==> src/assert_macros.svh <==
// Assertion helpers for the RTL
`ifndef ASSERT_MACROS_SVH
`define ASSERT_MACROS_SVH

// Same-cycle implication, disabled while in reset
`define AST_IMP(lbl, clk, rst_n, ante, cons) \
	lbl: assert property (@(posedge clk) disable iff (!(rst_n)) (ante) |-> (cons)) \
		else $error("assertion failed: same-cycle implication");

// Next-cycle implication, disabled while in reset
`define AST_NEXT(lbl, clk, rst_n, ante, cons) \
	lbl: assert property (@(posedge clk) disable iff (!(rst_n)) (ante) |=> (cons)) \
		else $error("assertion failed: next-cycle implication");

`endif

==> src/aesp_pkg.sv <==
package aesp_pkg;

	// sequence limits and field widths
	localparam int MAX_SEQ_CHARS = 23;
	localparam int CNT_W         = 5;
	localparam int IDX_W         = $clog2(MAX_SEQ_CHARS);
	localparam int SEQ_W         = $clog2(MAX_SEQ_CHARS + 2);
	localparam int VAL_W         = 16;
	localparam int ENTRY_W       = VAL_W + 1;
	localparam int CMDQ_DEPTH    = 2;
	localparam int CMDQ_PTR_W    = $clog2(CMDQ_DEPTH);
	localparam int CMDQ_CNT_W    = $clog2(CMDQ_DEPTH + 1);

	localparam logic [VAL_W-1:0] VALUE_MAX = '1;

	// special bytes
	localparam logic [7:0] BYTE_ESC    = 8'h1B;
	localparam logic [7:0] BYTE_CSI    = 8'h9B;
	localparam logic [7:0] CH_LBRACKET = 8'h5B;
	localparam logic [7:0] CH_QMARK    = 8'h3F;
	localparam logic [7:0] CH_LPAREN   = 8'h28;
	localparam logic [7:0] CH_RPAREN   = 8'h29;
	localparam logic [7:0] CH_ZERO     = 8'h30;
	localparam logic [7:0] CH_NINE     = 8'h39;
	localparam logic [7:0] CH_UPPER_A  = 8'h41;
	localparam logic [7:0] CH_UPPER_Z  = 8'h5A;
	localparam logic [7:0] CH_LOWER_A  = 8'h61;
	localparam logic [7:0] CH_LOWER_Z  = 8'h7A;

	// result kinds
	localparam logic [1:0] KIND_PLAIN = 2'd0;
	localparam logic [1:0] KIND_ESC   = 2'd1;
	localparam logic [1:0] KIND_CSI   = 2'd2;

	// command from front to back
	typedef struct packed {
		logic [1:0]       kind;
		logic [7:0]       code;
		logic [CNT_W-1:0] count;
	} cmd_t;

	// parameter store write
	typedef struct packed {
		logic               en;
		logic [IDX_W-1:0]   addr;
		logic [ENTRY_W-1:0] data;
	} store_wr_t;

	function automatic logic is_letter(input logic [7:0] ch);
		return ((ch >= CH_UPPER_A) && (ch <= CH_UPPER_Z)) ||
		       ((ch >= CH_LOWER_A) && (ch <= CH_LOWER_Z));
	endfunction

	function automatic logic is_digit(input logic [7:0] ch);
		return (ch >= CH_ZERO) && (ch <= CH_NINE);
	endfunction

endpackage

==> src/aesp_if.sv <==
// received byte channel
interface aesp_in_if;
	logic       valid;
	logic       ready;
	logic [7:0] rx_byte;

	modport source (output valid, output rx_byte, input ready);
	modport sink   (input valid, input rx_byte, output ready);
endinterface

// parsed result channel
interface aesp_out_if;
	logic                       valid;
	logic                       ready;
	logic [1:0]                 kind;
	logic [7:0]                 code;
	logic [aesp_pkg::VAL_W-1:0] param_value;
	logic                       param_private;
	logic [aesp_pkg::CNT_W-1:0] param_index;
	logic [aesp_pkg::CNT_W-1:0] param_count;
	logic                       last;

	modport source (output valid, output kind, output code, output param_value,
		output param_private, output param_index, output param_count,
		output last, input ready);
	modport sink   (input valid, input kind, input code, input param_value,
		input param_private, input param_index, input param_count,
		input last, output ready);
endinterface

==> src/ansi_escape_sequence_parser_top.sv <==
// ANSI/VT100 escape sequence parser.
// in_ch carries one received byte per transaction (valid/ready). out_ch carries
// parsed results: plain bytes, escape commands and control-sequence parameters,
// each with kind, code, parameter fields and last.
// A byte that gives a single result reaches out_ch through the command queue and
// the output register. A final letter that closes a sequence with N parameters
// gives them through the queue, the RAM read and the output register, one per
// cycle while the receiver is ready, from the RAM's single registered read port.
// The input takes one byte per cycle; it is held off only while the command
// queue is full, or while a parameter run is still being read out and the next
// control sequence would overwrite the parameter RAM.
// Reset (arst_n low) returns the parser to idle, empties the queue and drops any
// pending result; no clearing pass is needed, the RAM is only read below the
// parameter count of the current sequence.
// When the receiver stalls, the output register holds its transaction and the
// queue fills; the input then stops accepting once the queue is full.
`include "assert_macros.svh"

module ansi_escape_sequence_parser_top (
	input  logic       clk,
	input  logic       arst_n,
	aesp_in_if.sink    in_ch,
	aesp_out_if.source out_ch
);

	aesp_pkg::cmd_t                  push_cmd;
	aesp_pkg::cmd_t                  pop_cmd;
	aesp_pkg::store_wr_t             st_wr;
	logic                            cmd_push;
	logic                            cmd_pop;
	logic                            cmd_full;
	logic                            cmd_empty;
	logic                            run_done;
	logic                            run_busy;
	logic                            rd_en;
	logic [aesp_pkg::IDX_W-1:0]      rd_addr;
	logic [aesp_pkg::ENTRY_W-1:0]    rd_data;

	aesp_front u_front (
		.clk      (clk),
		.arst_n   (arst_n),
		.in_ch    (in_ch),
		.cmd_full (cmd_full),
		.cmd_push (cmd_push),
		.cmd      (push_cmd),
		.st_wr    (st_wr),
		.run_done (run_done),
		.run_busy (run_busy)
	);

	aesp_cmdq u_cmdq (
		.clk     (clk),
		.arst_n  (arst_n),
		.push    (cmd_push),
		.cmd_in  (push_cmd),
		.full    (cmd_full),
		.pop     (cmd_pop),
		.cmd_out (pop_cmd),
		.empty   (cmd_empty)
	);

	aesp_ram #(
		.WIDTH (aesp_pkg::ENTRY_W),
		.DEPTH (aesp_pkg::MAX_SEQ_CHARS)
	) u_store (
		.clk     (clk),
		.wr_en   (st_wr.en),
		.wr_addr (st_wr.addr),
		.wr_data (st_wr.data),
		.rd_en   (rd_en),
		.rd_addr (rd_addr),
		.rd_data (rd_data)
	);

	aesp_back u_back (
		.clk       (clk),
		.arst_n    (arst_n),
		.cmd_empty (cmd_empty),
		.cmd       (pop_cmd),
		.cmd_pop   (cmd_pop),
		.rd_en     (rd_en),
		.rd_addr   (rd_addr),
		.rd_data   (rd_data),
		.run_done  (run_done),
		.out_ch    (out_ch)
	);

	// store is never written while a run is being read out
	`AST_IMP(a_no_store_wr_busy, clk, arst_n, st_wr.en, !run_busy)
	// queue never pushed when full
	`AST_IMP(a_no_q_overflow, clk, arst_n, cmd_push, !cmd_full)
	// a non-final parameter on the output belongs to a live run
	`AST_IMP(a_run_live, clk, arst_n, out_ch.valid && (out_ch.kind == aesp_pkg::KIND_CSI) && !out_ch.last, run_busy)
	// finishing a run frees the store for the next sequence
	`AST_NEXT(a_run_release, clk, arst_n, run_done, !run_busy)

endmodule

==> src/aesp_ram.sv <==
// Simple dual-port RAM, registered read
module aesp_ram #(
	parameter int WIDTH = 8,
	parameter int DEPTH = 16
) (
	input  logic                     clk,
	input  logic                     wr_en,
	input  logic [$clog2(DEPTH)-1:0] wr_addr,
	input  logic [WIDTH-1:0]         wr_data,
	input  logic                     rd_en,
	input  logic [$clog2(DEPTH)-1:0] rd_addr,
	output logic [WIDTH-1:0]         rd_data
);

	logic [WIDTH-1:0] mem_q [DEPTH];

	always_ff @(posedge clk) begin
		if (wr_en) begin
			mem_q[wr_addr] <= wr_data;
		end
		if (rd_en) begin
			rd_data <= mem_q[rd_addr];
		end
	end

endmodule

==> src/aesp_front.sv <==
// Byte classifier: mode tracking, parameter cutting, command issue
module aesp_front (
	input  logic                clk,
	input  logic                arst_n,
	aesp_in_if.sink             in_ch,
	input  logic                cmd_full,
	output logic                cmd_push,
	output aesp_pkg::cmd_t      cmd,
	output aesp_pkg::store_wr_t st_wr,
	input  logic                run_done,
	output logic                run_busy
);

	localparam logic [1:0] MODE_IDLE    = 2'd0;
	localparam logic [1:0] MODE_ESC     = 2'd1;
	localparam logic [1:0] MODE_CSI     = 2'd2;
	localparam logic [1:0] MODE_CHARSET = 2'd3;

	logic [1:0]                 mode_q, mode_n;
	logic [aesp_pkg::SEQ_W-1:0] stored_q, stored_n;
	logic                       open_q, open_n;
	logic                       priv_q, priv_n;
	logic [aesp_pkg::VAL_W-1:0] acc_q, acc_n;
	logic [aesp_pkg::CNT_W-1:0] held_q, held_n;
	logic                       run_busy_q, run_busy_n;

	logic                       take;
	logic [7:0]                 ch;
	logic [aesp_pkg::VAL_W+3:0] prod;
	logic [aesp_pkg::VAL_W-1:0] acc_sat;
	logic                       do_close;
	logic                       do_clear;
	logic [aesp_pkg::VAL_W-1:0] close_val;
	logic                       close_priv;
	logic                       room;

	assign ch       = in_ch.rx_byte;
	// hold off while the queue is full, or while a run is still reading the store in CSI mode
	assign in_ch.ready = !cmd_full && !(run_busy_q && (mode_q == MODE_CSI));
	assign take     = in_ch.valid && in_ch.ready;
	assign run_busy = run_busy_q;
	assign room     = held_q < aesp_pkg::CNT_W'(aesp_pkg::MAX_SEQ_CHARS);

	// decimal accumulate with saturation
	always_comb begin
		prod = (aesp_pkg::VAL_W+4)'(acc_q) * (aesp_pkg::VAL_W+4)'(10)
		     + (aesp_pkg::VAL_W+4)'(ch[3:0]);
		acc_sat = (prod > (aesp_pkg::VAL_W+4)'(aesp_pkg::VALUE_MAX)) ?
			aesp_pkg::VALUE_MAX : prod[aesp_pkg::VAL_W-1:0];
	end

	// next state
	always_comb begin
		mode_n     = mode_q;
		stored_n   = stored_q;
		open_n     = open_q;
		priv_n     = priv_q;
		acc_n      = acc_q;
		held_n     = held_q;
		run_busy_n = run_busy_q;
		cmd_push   = 1'b0;
		cmd        = '0;
		st_wr      = '0;
		do_close   = 1'b0;
		do_clear   = 1'b0;
		close_val  = '0;
		close_priv = 1'b0;

		if (take) begin
			if (ch == aesp_pkg::BYTE_ESC) begin
				do_clear = 1'b1;
				mode_n   = MODE_ESC;
			end else if (ch == aesp_pkg::BYTE_CSI) begin
				do_clear = 1'b1;
				mode_n   = MODE_CSI;
			end else begin
				case (mode_q)
					MODE_ESC: begin
						if (ch == aesp_pkg::CH_LBRACKET) begin
							do_clear = 1'b1;
							mode_n   = MODE_CSI;
						end else if ((ch == aesp_pkg::CH_LPAREN) ||
						             (ch == aesp_pkg::CH_RPAREN)) begin
							mode_n = MODE_CHARSET;
						end else begin
							mode_n   = MODE_IDLE;
							cmd_push = 1'b1;
							cmd      = '{kind: aesp_pkg::KIND_ESC, code: ch, count: '0};
						end
					end
					MODE_CHARSET: begin
						mode_n = MODE_IDLE;
					end
					MODE_CSI: begin
						if (aesp_pkg::is_letter(ch)) begin
							// final letter: close open element, hand the run over
							do_close   = open_q;
							close_val  = acc_q;
							close_priv = priv_q;
							do_clear   = 1'b1;
							mode_n     = MODE_IDLE;
							cmd_push   = 1'b1;
							cmd.kind   = aesp_pkg::KIND_CSI;
							cmd.code   = ch;
							cmd.count  = held_q + aesp_pkg::CNT_W'(open_q && room);
							if (cmd.count != '0) begin
								run_busy_n = 1'b1;
							end
						end else if (stored_q >=
						             aesp_pkg::SEQ_W'(aesp_pkg::MAX_SEQ_CHARS)) begin
							// overlong: drop silently
							do_clear = 1'b1;
							mode_n   = MODE_IDLE;
						end else begin
							stored_n = stored_q + 1'b1;
							if (!open_q) begin
								if (ch == aesp_pkg::CH_QMARK) begin
									open_n = 1'b1;
									priv_n = 1'b1;
									acc_n  = '0;
								end else if (aesp_pkg::is_digit(ch)) begin
									open_n = 1'b1;
									priv_n = 1'b0;
									acc_n  = aesp_pkg::VAL_W'(ch[3:0]);
								end else begin
									do_close = 1'b1;
								end
							end else if (aesp_pkg::is_digit(ch)) begin
								acc_n = acc_sat;
							end else begin
								do_close   = 1'b1;
								close_val  = acc_q;
								close_priv = priv_q;
							end
						end
					end
					default: begin
						mode_n   = MODE_IDLE;
						cmd_push = 1'b1;
						cmd      = '{kind: aesp_pkg::KIND_PLAIN, code: ch, count: '0};
					end
				endcase
			end
		end

		// element close: store while there is room
		if (do_close) begin
			if (room) begin
				st_wr.en   = 1'b1;
				st_wr.addr = held_q[aesp_pkg::IDX_W-1:0];
				st_wr.data = {close_priv, close_val};
				held_n     = held_q + 1'b1;
			end
			open_n = 1'b0;
			priv_n = 1'b0;
			acc_n  = '0;
		end

		// sequence clear
		if (do_clear) begin
			stored_n = '0;
			open_n   = 1'b0;
			priv_n   = 1'b0;
			acc_n    = '0;
			held_n   = '0;
		end

		if (run_done) begin
			run_busy_n = 1'b0;
		end
	end

	always_ff @(posedge clk or negedge arst_n) begin
		if (!arst_n) begin
			mode_q     <= MODE_IDLE;
			stored_q   <= '0;
			open_q     <= 1'b0;
			priv_q     <= 1'b0;
			acc_q      <= '0;
			held_q     <= '0;
			run_busy_q <= 1'b0;
		end else begin
			mode_q     <= mode_n;
			stored_q   <= stored_n;
			open_q     <= open_n;
			priv_q     <= priv_n;
			acc_q      <= acc_n;
			held_q     <= held_n;
			run_busy_q <= run_busy_n;
		end
	end

endmodule

==> src/aesp_cmdq.sv <==
// Short command queue between front and back
module aesp_cmdq (
	input  logic           clk,
	input  logic           arst_n,
	input  logic           push,
	input  aesp_pkg::cmd_t cmd_in,
	output logic           full,
	input  logic           pop,
	output aesp_pkg::cmd_t cmd_out,
	output logic           empty
);

	aesp_pkg::cmd_t                  entry_q [aesp_pkg::CMDQ_DEPTH];
	logic [aesp_pkg::CMDQ_PTR_W-1:0] wr_ptr_q;
	logic [aesp_pkg::CMDQ_PTR_W-1:0] rd_ptr_q;
	logic [aesp_pkg::CMDQ_CNT_W-1:0] fill_q;

	assign full    = fill_q == aesp_pkg::CMDQ_CNT_W'(aesp_pkg::CMDQ_DEPTH);
	assign empty   = fill_q == '0;
	assign cmd_out = entry_q[rd_ptr_q];

	// storage
	always_ff @(posedge clk) begin
		if (push) begin
			entry_q[wr_ptr_q] <= cmd_in;
		end
	end

	// pointers and fill level
	always_ff @(posedge clk or negedge arst_n) begin
		if (!arst_n) begin
			wr_ptr_q <= '0;
			rd_ptr_q <= '0;
			fill_q   <= '0;
		end else begin
			if (push) begin
				wr_ptr_q <= (wr_ptr_q == aesp_pkg::CMDQ_PTR_W'(aesp_pkg::CMDQ_DEPTH - 1)) ?
					'0 : wr_ptr_q + 1'b1;
			end
			if (pop) begin
				rd_ptr_q <= (rd_ptr_q == aesp_pkg::CMDQ_PTR_W'(aesp_pkg::CMDQ_DEPTH - 1)) ?
					'0 : rd_ptr_q + 1'b1;
			end
			if (push && !pop) begin
				fill_q <= fill_q + 1'b1;
			end else if (pop && !push) begin
				fill_q <= fill_q - 1'b1;
			end
		end
	end

endmodule

==> src/aesp_back.sv <==
// Result generator: expands commands into result transactions
module aesp_back (
	input  logic                         clk,
	input  logic                         arst_n,
	input  logic                         cmd_empty,
	input  aesp_pkg::cmd_t               cmd,
	output logic                         cmd_pop,
	output logic                         rd_en,
	output logic [aesp_pkg::IDX_W-1:0]   rd_addr,
	input  logic [aesp_pkg::ENTRY_W-1:0] rd_data,
	output logic                         run_done,
	aesp_out_if.source                   out_ch
);

	localparam logic B_IDLE = 1'b0;
	localparam logic B_EMIT = 1'b1;

	logic                       state_q, state_n;
	logic [7:0]                 code_q, code_n;
	logic [aesp_pkg::CNT_W-1:0] count_q, count_n;
	logic [aesp_pkg::CNT_W-1:0] idx_q, idx_n;

	logic                       out_valid_q;
	logic [1:0]                 kind_q;
	logic [7:0]                 ocode_q;
	logic [aesp_pkg::VAL_W-1:0] value_q;
	logic                       priv_q;
	logic [aesp_pkg::CNT_W-1:0] oidx_q;
	logic [aesp_pkg::CNT_W-1:0] ocount_q;
	logic                       last_q;

	logic                       out_free;
	logic                       load;
	logic [1:0]                 ld_kind;
	logic [7:0]                 ld_code;
	logic [aesp_pkg::VAL_W-1:0] ld_value;
	logic                       ld_priv;
	logic [aesp_pkg::CNT_W-1:0] ld_idx;
	logic [aesp_pkg::CNT_W-1:0] ld_count;
	logic                       ld_last;
	logic                       is_last;

	assign out_free = !out_valid_q || out_ch.ready;
	assign cmd_pop  = (state_q == B_IDLE) && !cmd_empty && out_free;
	assign is_last  = (idx_q + 1'b1) == count_q;

	// sequencing
	always_comb begin
		state_n  = state_q;
		code_n   = code_q;
		count_n  = count_q;
		idx_n    = idx_q;
		rd_en    = 1'b0;
		rd_addr  = '0;
		run_done = 1'b0;
		load     = 1'b0;
		ld_kind  = cmd.kind;
		ld_code  = cmd.code;
		ld_value = '0;
		ld_priv  = 1'b0;
		ld_idx   = '0;
		ld_count = '0;
		ld_last  = 1'b1;

		case (state_q)
			B_IDLE: begin
				if (cmd_pop) begin
					if ((cmd.kind == aesp_pkg::KIND_CSI) && (cmd.count != '0)) begin
						// start run: fetch first parameter
						state_n = B_EMIT;
						code_n  = cmd.code;
						count_n = cmd.count;
						idx_n   = '0;
						rd_en   = 1'b1;
					end else begin
						load = 1'b1;
					end
				end
			end
			B_EMIT: begin
				if (out_free) begin
					load     = 1'b1;
					ld_kind  = aesp_pkg::KIND_CSI;
					ld_code  = code_q;
					ld_value = rd_data[aesp_pkg::VAL_W-1:0];
					ld_priv  = rd_data[aesp_pkg::ENTRY_W-1];
					ld_idx   = idx_q;
					ld_count = count_q;
					ld_last  = is_last;
					if (is_last) begin
						state_n  = B_IDLE;
						run_done = 1'b1;
					end else begin
						idx_n   = idx_q + 1'b1;
						rd_en   = 1'b1;
						rd_addr = idx_n[aesp_pkg::IDX_W-1:0];
					end
				end
			end
			default: begin
				state_n = B_IDLE;
			end
		endcase
	end

	always_ff @(posedge clk or negedge arst_n) begin
		if (!arst_n) begin
			state_q     <= B_IDLE;
			out_valid_q <= 1'b0;
		end else begin
			state_q <= state_n;
			if (load) begin
				out_valid_q <= 1'b1;
			end else if (out_ch.ready) begin
				out_valid_q <= 1'b0;
			end
		end
	end

	// payload registers
	always_ff @(posedge clk) begin
		code_q  <= code_n;
		count_q <= count_n;
		idx_q   <= idx_n;
		if (load) begin
			kind_q   <= ld_kind;
			ocode_q  <= ld_code;
			value_q  <= ld_value;
			priv_q   <= ld_priv;
			oidx_q   <= ld_idx;
			ocount_q <= ld_count;
			last_q   <= ld_last;
		end
	end

	assign out_ch.valid         = out_valid_q;
	assign out_ch.kind          = kind_q;
	assign out_ch.code          = ocode_q;
	assign out_ch.param_value   = value_q;
	assign out_ch.param_private = priv_q;
	assign out_ch.param_index   = oidx_q;
	assign out_ch.param_count   = ocount_q;
	assign out_ch.last          = last_q;

endmodule

==> src/flat_wrapper.sv <==
// flat-port wrapper written by rule: the top's interface ports become plain ports
module ansi_escape_sequence_parser_top_flat 
  (clk, arst_n, in_ch_valid, in_ch_rx_byte, in_ch_ready, out_ch_valid, out_ch_kind, out_ch_code, out_ch_param_value, out_ch_param_private, out_ch_param_index, out_ch_param_count, out_ch_last, out_ch_ready);
  aesp_in_if in_ch_i ();
  aesp_out_if out_ch_i ();
  input  logic clk;
  input  logic arst_n;
  input wire logic [$bits(in_ch_i.valid)-1:0] in_ch_valid;
  input wire logic [$bits(in_ch_i.rx_byte)-1:0] in_ch_rx_byte;
  output wire logic [$bits(in_ch_i.ready)-1:0] in_ch_ready;
  output wire logic [$bits(out_ch_i.valid)-1:0] out_ch_valid;
  output wire logic [$bits(out_ch_i.kind)-1:0] out_ch_kind;
  output wire logic [$bits(out_ch_i.code)-1:0] out_ch_code;
  output wire logic [$bits(out_ch_i.param_value)-1:0] out_ch_param_value;
  output wire logic [$bits(out_ch_i.param_private)-1:0] out_ch_param_private;
  output wire logic [$bits(out_ch_i.param_index)-1:0] out_ch_param_index;
  output wire logic [$bits(out_ch_i.param_count)-1:0] out_ch_param_count;
  output wire logic [$bits(out_ch_i.last)-1:0] out_ch_last;
  input wire logic [$bits(out_ch_i.ready)-1:0] out_ch_ready;
  assign in_ch_i.valid = in_ch_valid;
  assign in_ch_i.rx_byte = in_ch_rx_byte;
  assign in_ch_ready = in_ch_i.ready;
  assign out_ch_valid = out_ch_i.valid;
  assign out_ch_kind = out_ch_i.kind;
  assign out_ch_code = out_ch_i.code;
  assign out_ch_param_value = out_ch_i.param_value;
  assign out_ch_param_private = out_ch_i.param_private;
  assign out_ch_param_index = out_ch_i.param_index;
  assign out_ch_param_count = out_ch_i.param_count;
  assign out_ch_last = out_ch_i.last;
  assign out_ch_i.ready = out_ch_ready;
  ansi_escape_sequence_parser_top u_core (.clk(clk), .arst_n(arst_n), .in_ch(in_ch_i), .out_ch(out_ch_i));
endmodule
==> config.mk <==
export PLATFORM = sky130hd
export DESIGN_NAME = ansi_escape_sequence_parser_top_flat
export DESIGN_NICKNAME = d
export VERILOG_FILES = /design/src/aesp_pkg.sv /design/src/aesp_if.sv /design/src/ansi_escape_sequence_parser_top.sv /design/src/aesp_ram.sv /design/src/aesp_front.sv /design/src/aesp_cmdq.sv /design/src/aesp_back.sv /design/src/flat_wrapper.sv
export VERILOG_INCLUDE_DIRS = /design/src /design/src/src
export SDC_FILE = /design/constraint.sdc
export NUM_CORES = 1
export LEC_CHECK = 0
export BUFFER_PORTS_ARGS = -buffer_cell sky130_fd_sc_hd__buf_2
export CAP_MARGIN = 20
export CELL_PAD_IN_SITES_DETAIL_PLACEMENT = 1
export CELL_PAD_IN_SITES_GLOBAL_PLACEMENT = 1
export CORE_ASPECT_RATIO = 0.5
export CORE_UTILIZATION = 47
export CTS_CLUSTER_DIAMETER = 200
export DETAILED_ROUTE_END_ITERATION = 7
export HOLD_SLACK_MARGIN = 0.12
export PLACE_DENSITY_LB_ADDON = 0.2
export REMOVE_ABC_BUFFERS = 1
export SETUP_SLACK_MARGIN = 0.1
export SLEW_MARGIN = 20
export SYNTH_ARGS = -nofsm -noshare
export SYNTH_HDL_FRONTEND = slang
export SYNTH_SLANG_ARGS = --single-unit
==> constraint.sdc <==
create_clock -name clk -period 3.6 [get_ports clk]
set_clock_uncertainty 0.2 [all_clocks]
set_input_delay 0.9 -clock clk [delete_from_list [all_inputs] [get_ports clk]]
set_output_delay 0.9 -clock clk [all_outputs]
set_load 0.02 [all_outputs]
==> reports/qor.yml <==
cts:
  cts-root-buf: "clkbuf_16"
  cts_tree: "built"
  cts_sinks: 531
  clock_path_buffers: 3
  clk_latency_ns: 0.58
  cts-buffers-inserted: 47
  clk_pin_slew_ns: 0.07
  cts_max_level: 2
outcome:
  outcome: "complete, no violations"
worst_setup_path:
  critPathLaunchType: "flop"
  cp_common_cell: "ha_1"
  cpMaxStageDelayCell: "or3b_2"
  worstPathCellList: "ha_1, ha_1, a21oi_2, o21ai_1, or3_1, o22ai_2, buf_4, or3b_2, a21oi_4, a31oi_4, buf_12, a221o_2"
  cp_data_arrival_time_ns: 3.83
  crit_type: "reg2reg"
  slowest_delay_ns: 0.47
  worstReg2RegEnd: "u_core.u_front.acc_q[9]"
  path_buf_inv: 2
  r2r_cells: 12
  cp.required_ns: 3.84
  reg2reg_from: "u_core.u_front.acc_q[8]"
  crit_path_end_kind: "flop"
  path_delay_family: "compound AO/OA/AOI/OAI gates"
  crit_cells: 12
  crit_fanout: 12
  r2r_slack_ns: 0.01
power_and_ir_drop:
  power.leakage_nw: 9.766
  peakVddDrop_mv: 0.3614
  powerDensity_mw_per_mm2: 765.5
  p_total_mw: 20.54
yosys:
  synth_cells: 1634
  synth_warnings: 0
  async_flop_share_pct: 6.968
  yosys.cell_types.count: 76
  syn_area_per_cell_um2: 13.90
  seq_area_frac_synth_pct: 69.37
  synth_edf_count: 494
  syn-cell-area_mm2: 0.02272
  yosys_most_used_dff: "edfxtp_1"
  ys_ff_latch: 531
drt:
  via_per_inst: 5.962
  ant_nets: 0
  wl_um: 64040
  drc: 0
  drt_iter0_markers: 1308
  firstDrtPassIters: 7
  vias: 14780
  routedWlPerCell_um: 25.83
floorplanning:
  io_pins: 52
  die-area_mm2: 0.04928
  die_width_um: 312.9
  rows: 56
  die_y_um: 157.5
  floorplan.initialDensity_pct: 48.04
  core-area_mm2: 0.04730
sta:
  setup_viol: 0
  fmax_mhz: 278.6
  drv_slew: 0
  post-route-period-util_pct: 99.71
  tightest_slew_ns: 0.9432
  rsz0062_at_grt: "yes"
  min_period_ns: 3.590
  slew_headroom_pct: 37.12
  hold_viol_final: 0
  post-route-worst-setup-slack_ns: 0.01048
grt:
  antenna_found_initial: 1
  overflow: 0
  grt_pass1_vias: 15563
  grt_pass1_wl_um: 96010
  gr-usage-all-layers_pct: 26.15
  grt_max_degree: 57
placed_design:
  gp_congestion: 0.8596
  portBuffers: 51
  pre_cts_slack_ns: -0.3757
  hpwl_um: 41950
final_layout:
  fin_nets: 1859
  area_delta_synth_final_pct: 18.09
  layout_commonest_cell: "edfxtp_1"
  final_cell_mix: "edfxtp_1 (494), nand2_1 (128), buf_4 (115), nor2_1 (111), o21ai_0 (80)"
  drive_above_1_share_pct: 19.89
min_path:
  hold_class: "in2async"
flow_run:
  cap_violations: 0
==> area by class of cell <==
cell class,instances,area [um^2]
Fill cell,4573,20470
Sequential cell,531,15760
Multi-Input combinational cell,999,6782
Timing Repair Buffer,210,1991
Clock buffer,60,1225
Tap cell,638,798.3
Clock inverter,24,207.7
Inverter,16,60.06
Antenna cell,1,2.502
==> worst reg2reg max path, delay by kind of cell (launching register included) <==
family	cells	cell delay [ns]
compound gates	6	1.03
flops	1	0.45
fa+ha+maj	2	0.65
buf+inv	2	0.31
simple gates	2	0.81
==> state kept, by name, summed over array words and instances (netlist names), 8 cells and up <==
name / flops
u_core.u_front.acc_q: 16
u_core.u_back.out_ch.code: 8
u_core.u_cmdq.entry_q: 30
u_core.u_store.mem_q: 391
u_core.u_back.code_q: 8
u_core.u_store.rd_data: 17
u_core.u_back.out_ch.param_value: 16
==> layer usage <==
metal  global-route usage [%]  vias up  wire, um
met4                    5.738        2      1175
li1                         -     6598         -
met5                        0        -        20
met2                    44.53      452     31040
met1                    35.44     7645     28000
met3                    4.321       83      3808
==> what timing repair did <==
action	CTS	global route
hold buffers	0	0
buffers inserted	2	9
pin swaps	2	7
endpoints found under the setup margin	20	29
hold endpoints to repair	0	0
gates resized for setup	19	21
==> synthesized netlist by cell type (9+ instances only) <==
master / n / share of area (%)
edfxtp_1: 494 / 65
nand2_1: 130 / 2.1
nor2_1: 112 / 1.9
a21oi_1: 83 / 1.8
o21ai_0: 83 / 1.8
clkbuf_1: 75 / 1.2
nand3_1: 67 / 1.5
mux2i_1: 65 / 2.9
ha_1: 40 / 2.2
and2_1: 39 / 1.1
dfrtp_1: 37 / 4.1
and3_1: 36 / 0.99
mux2_2: 28 / 1.4
a221oi_1: 21 / 0.81
xnor2_1: 21 / 0.81
o211ai_1: 20 / 0.66
nand4_1: 19 / 0.52
xor2_1: 19 / 0.73
nand2b_1: 18 / 0.50
a22oi_1: 16 / 0.53
inv_1: 16 / 0.26
o22ai_1: 16 / 0.44
nor2b_1: 14 / 0.39
a221o_1: 12 / 0.53
or3_1: 11 / 0.30
a221o_2: 10 / 0.50
nor3_1: 10 / 0.22
a21o_1: 9 / 0.30
a31oi_1: 9 / 0.25
o31ai_1: 9 / 0.30
==> stage by stage <==
step	hold slack, ns	setup TNS [ns]	cell area, um^2	std cells	utilization [%]
after global placement	0.2700	-1.613	25110	2383	53.09
after global routing	0.3259	-0.7788	26830	2478	56.72
after detailed placement	0.2932	-3.396	25110	2383	53.09
after CTS	0.2951	0	26640	2469	56.33
after floorplan	0.2555	-218.84	22370	1546	-
final	0.2657	0	26830	2479	56.72
==> power breakdown <==
group | leakage (nW) | switching [mW] | internal, mW
clock network | 0.699 | 2.24 | 2.63
registers | 5.25 | 0.301 | 7.58
logic | 3.81 | 5.07 | 2.71
==> cells by family after synthesis <==
kind of cell             Yosys count  synth area share (%)
adder cells (fa/ha/maj)           42                 2.379
XOR/XNOR                          43                 1.817
flip-flops                       531                 69.37
AND/OR/NAND/NOR                  486                 10.61
multiplexers                      93                 4.252
buffers and inverters            104                 1.784
AO/OA/AOI/OAI                    335                 9.792
==> how the worst max path moves through the flow <==
stage | start | end
after floorplan | u_core.u_back.idx_q[0] | u_core.u_store.rd_data[2]
after global placement | out_ch_ready | u_core.u_store.rd_data[7]
after detailed placement | out_ch_ready | u_core.u_store.rd_data[4]
after CTS | u_core.u_front.acc_q[1] | u_core.u_front.acc_q[9]
after global routing | u_core.u_front.acc_q[3] | u_core.u_front.acc_q[0]
final | u_core.u_front.acc_q[8] | u_core.u_front.acc_q[9]
(Power assumes the default switching activity.)
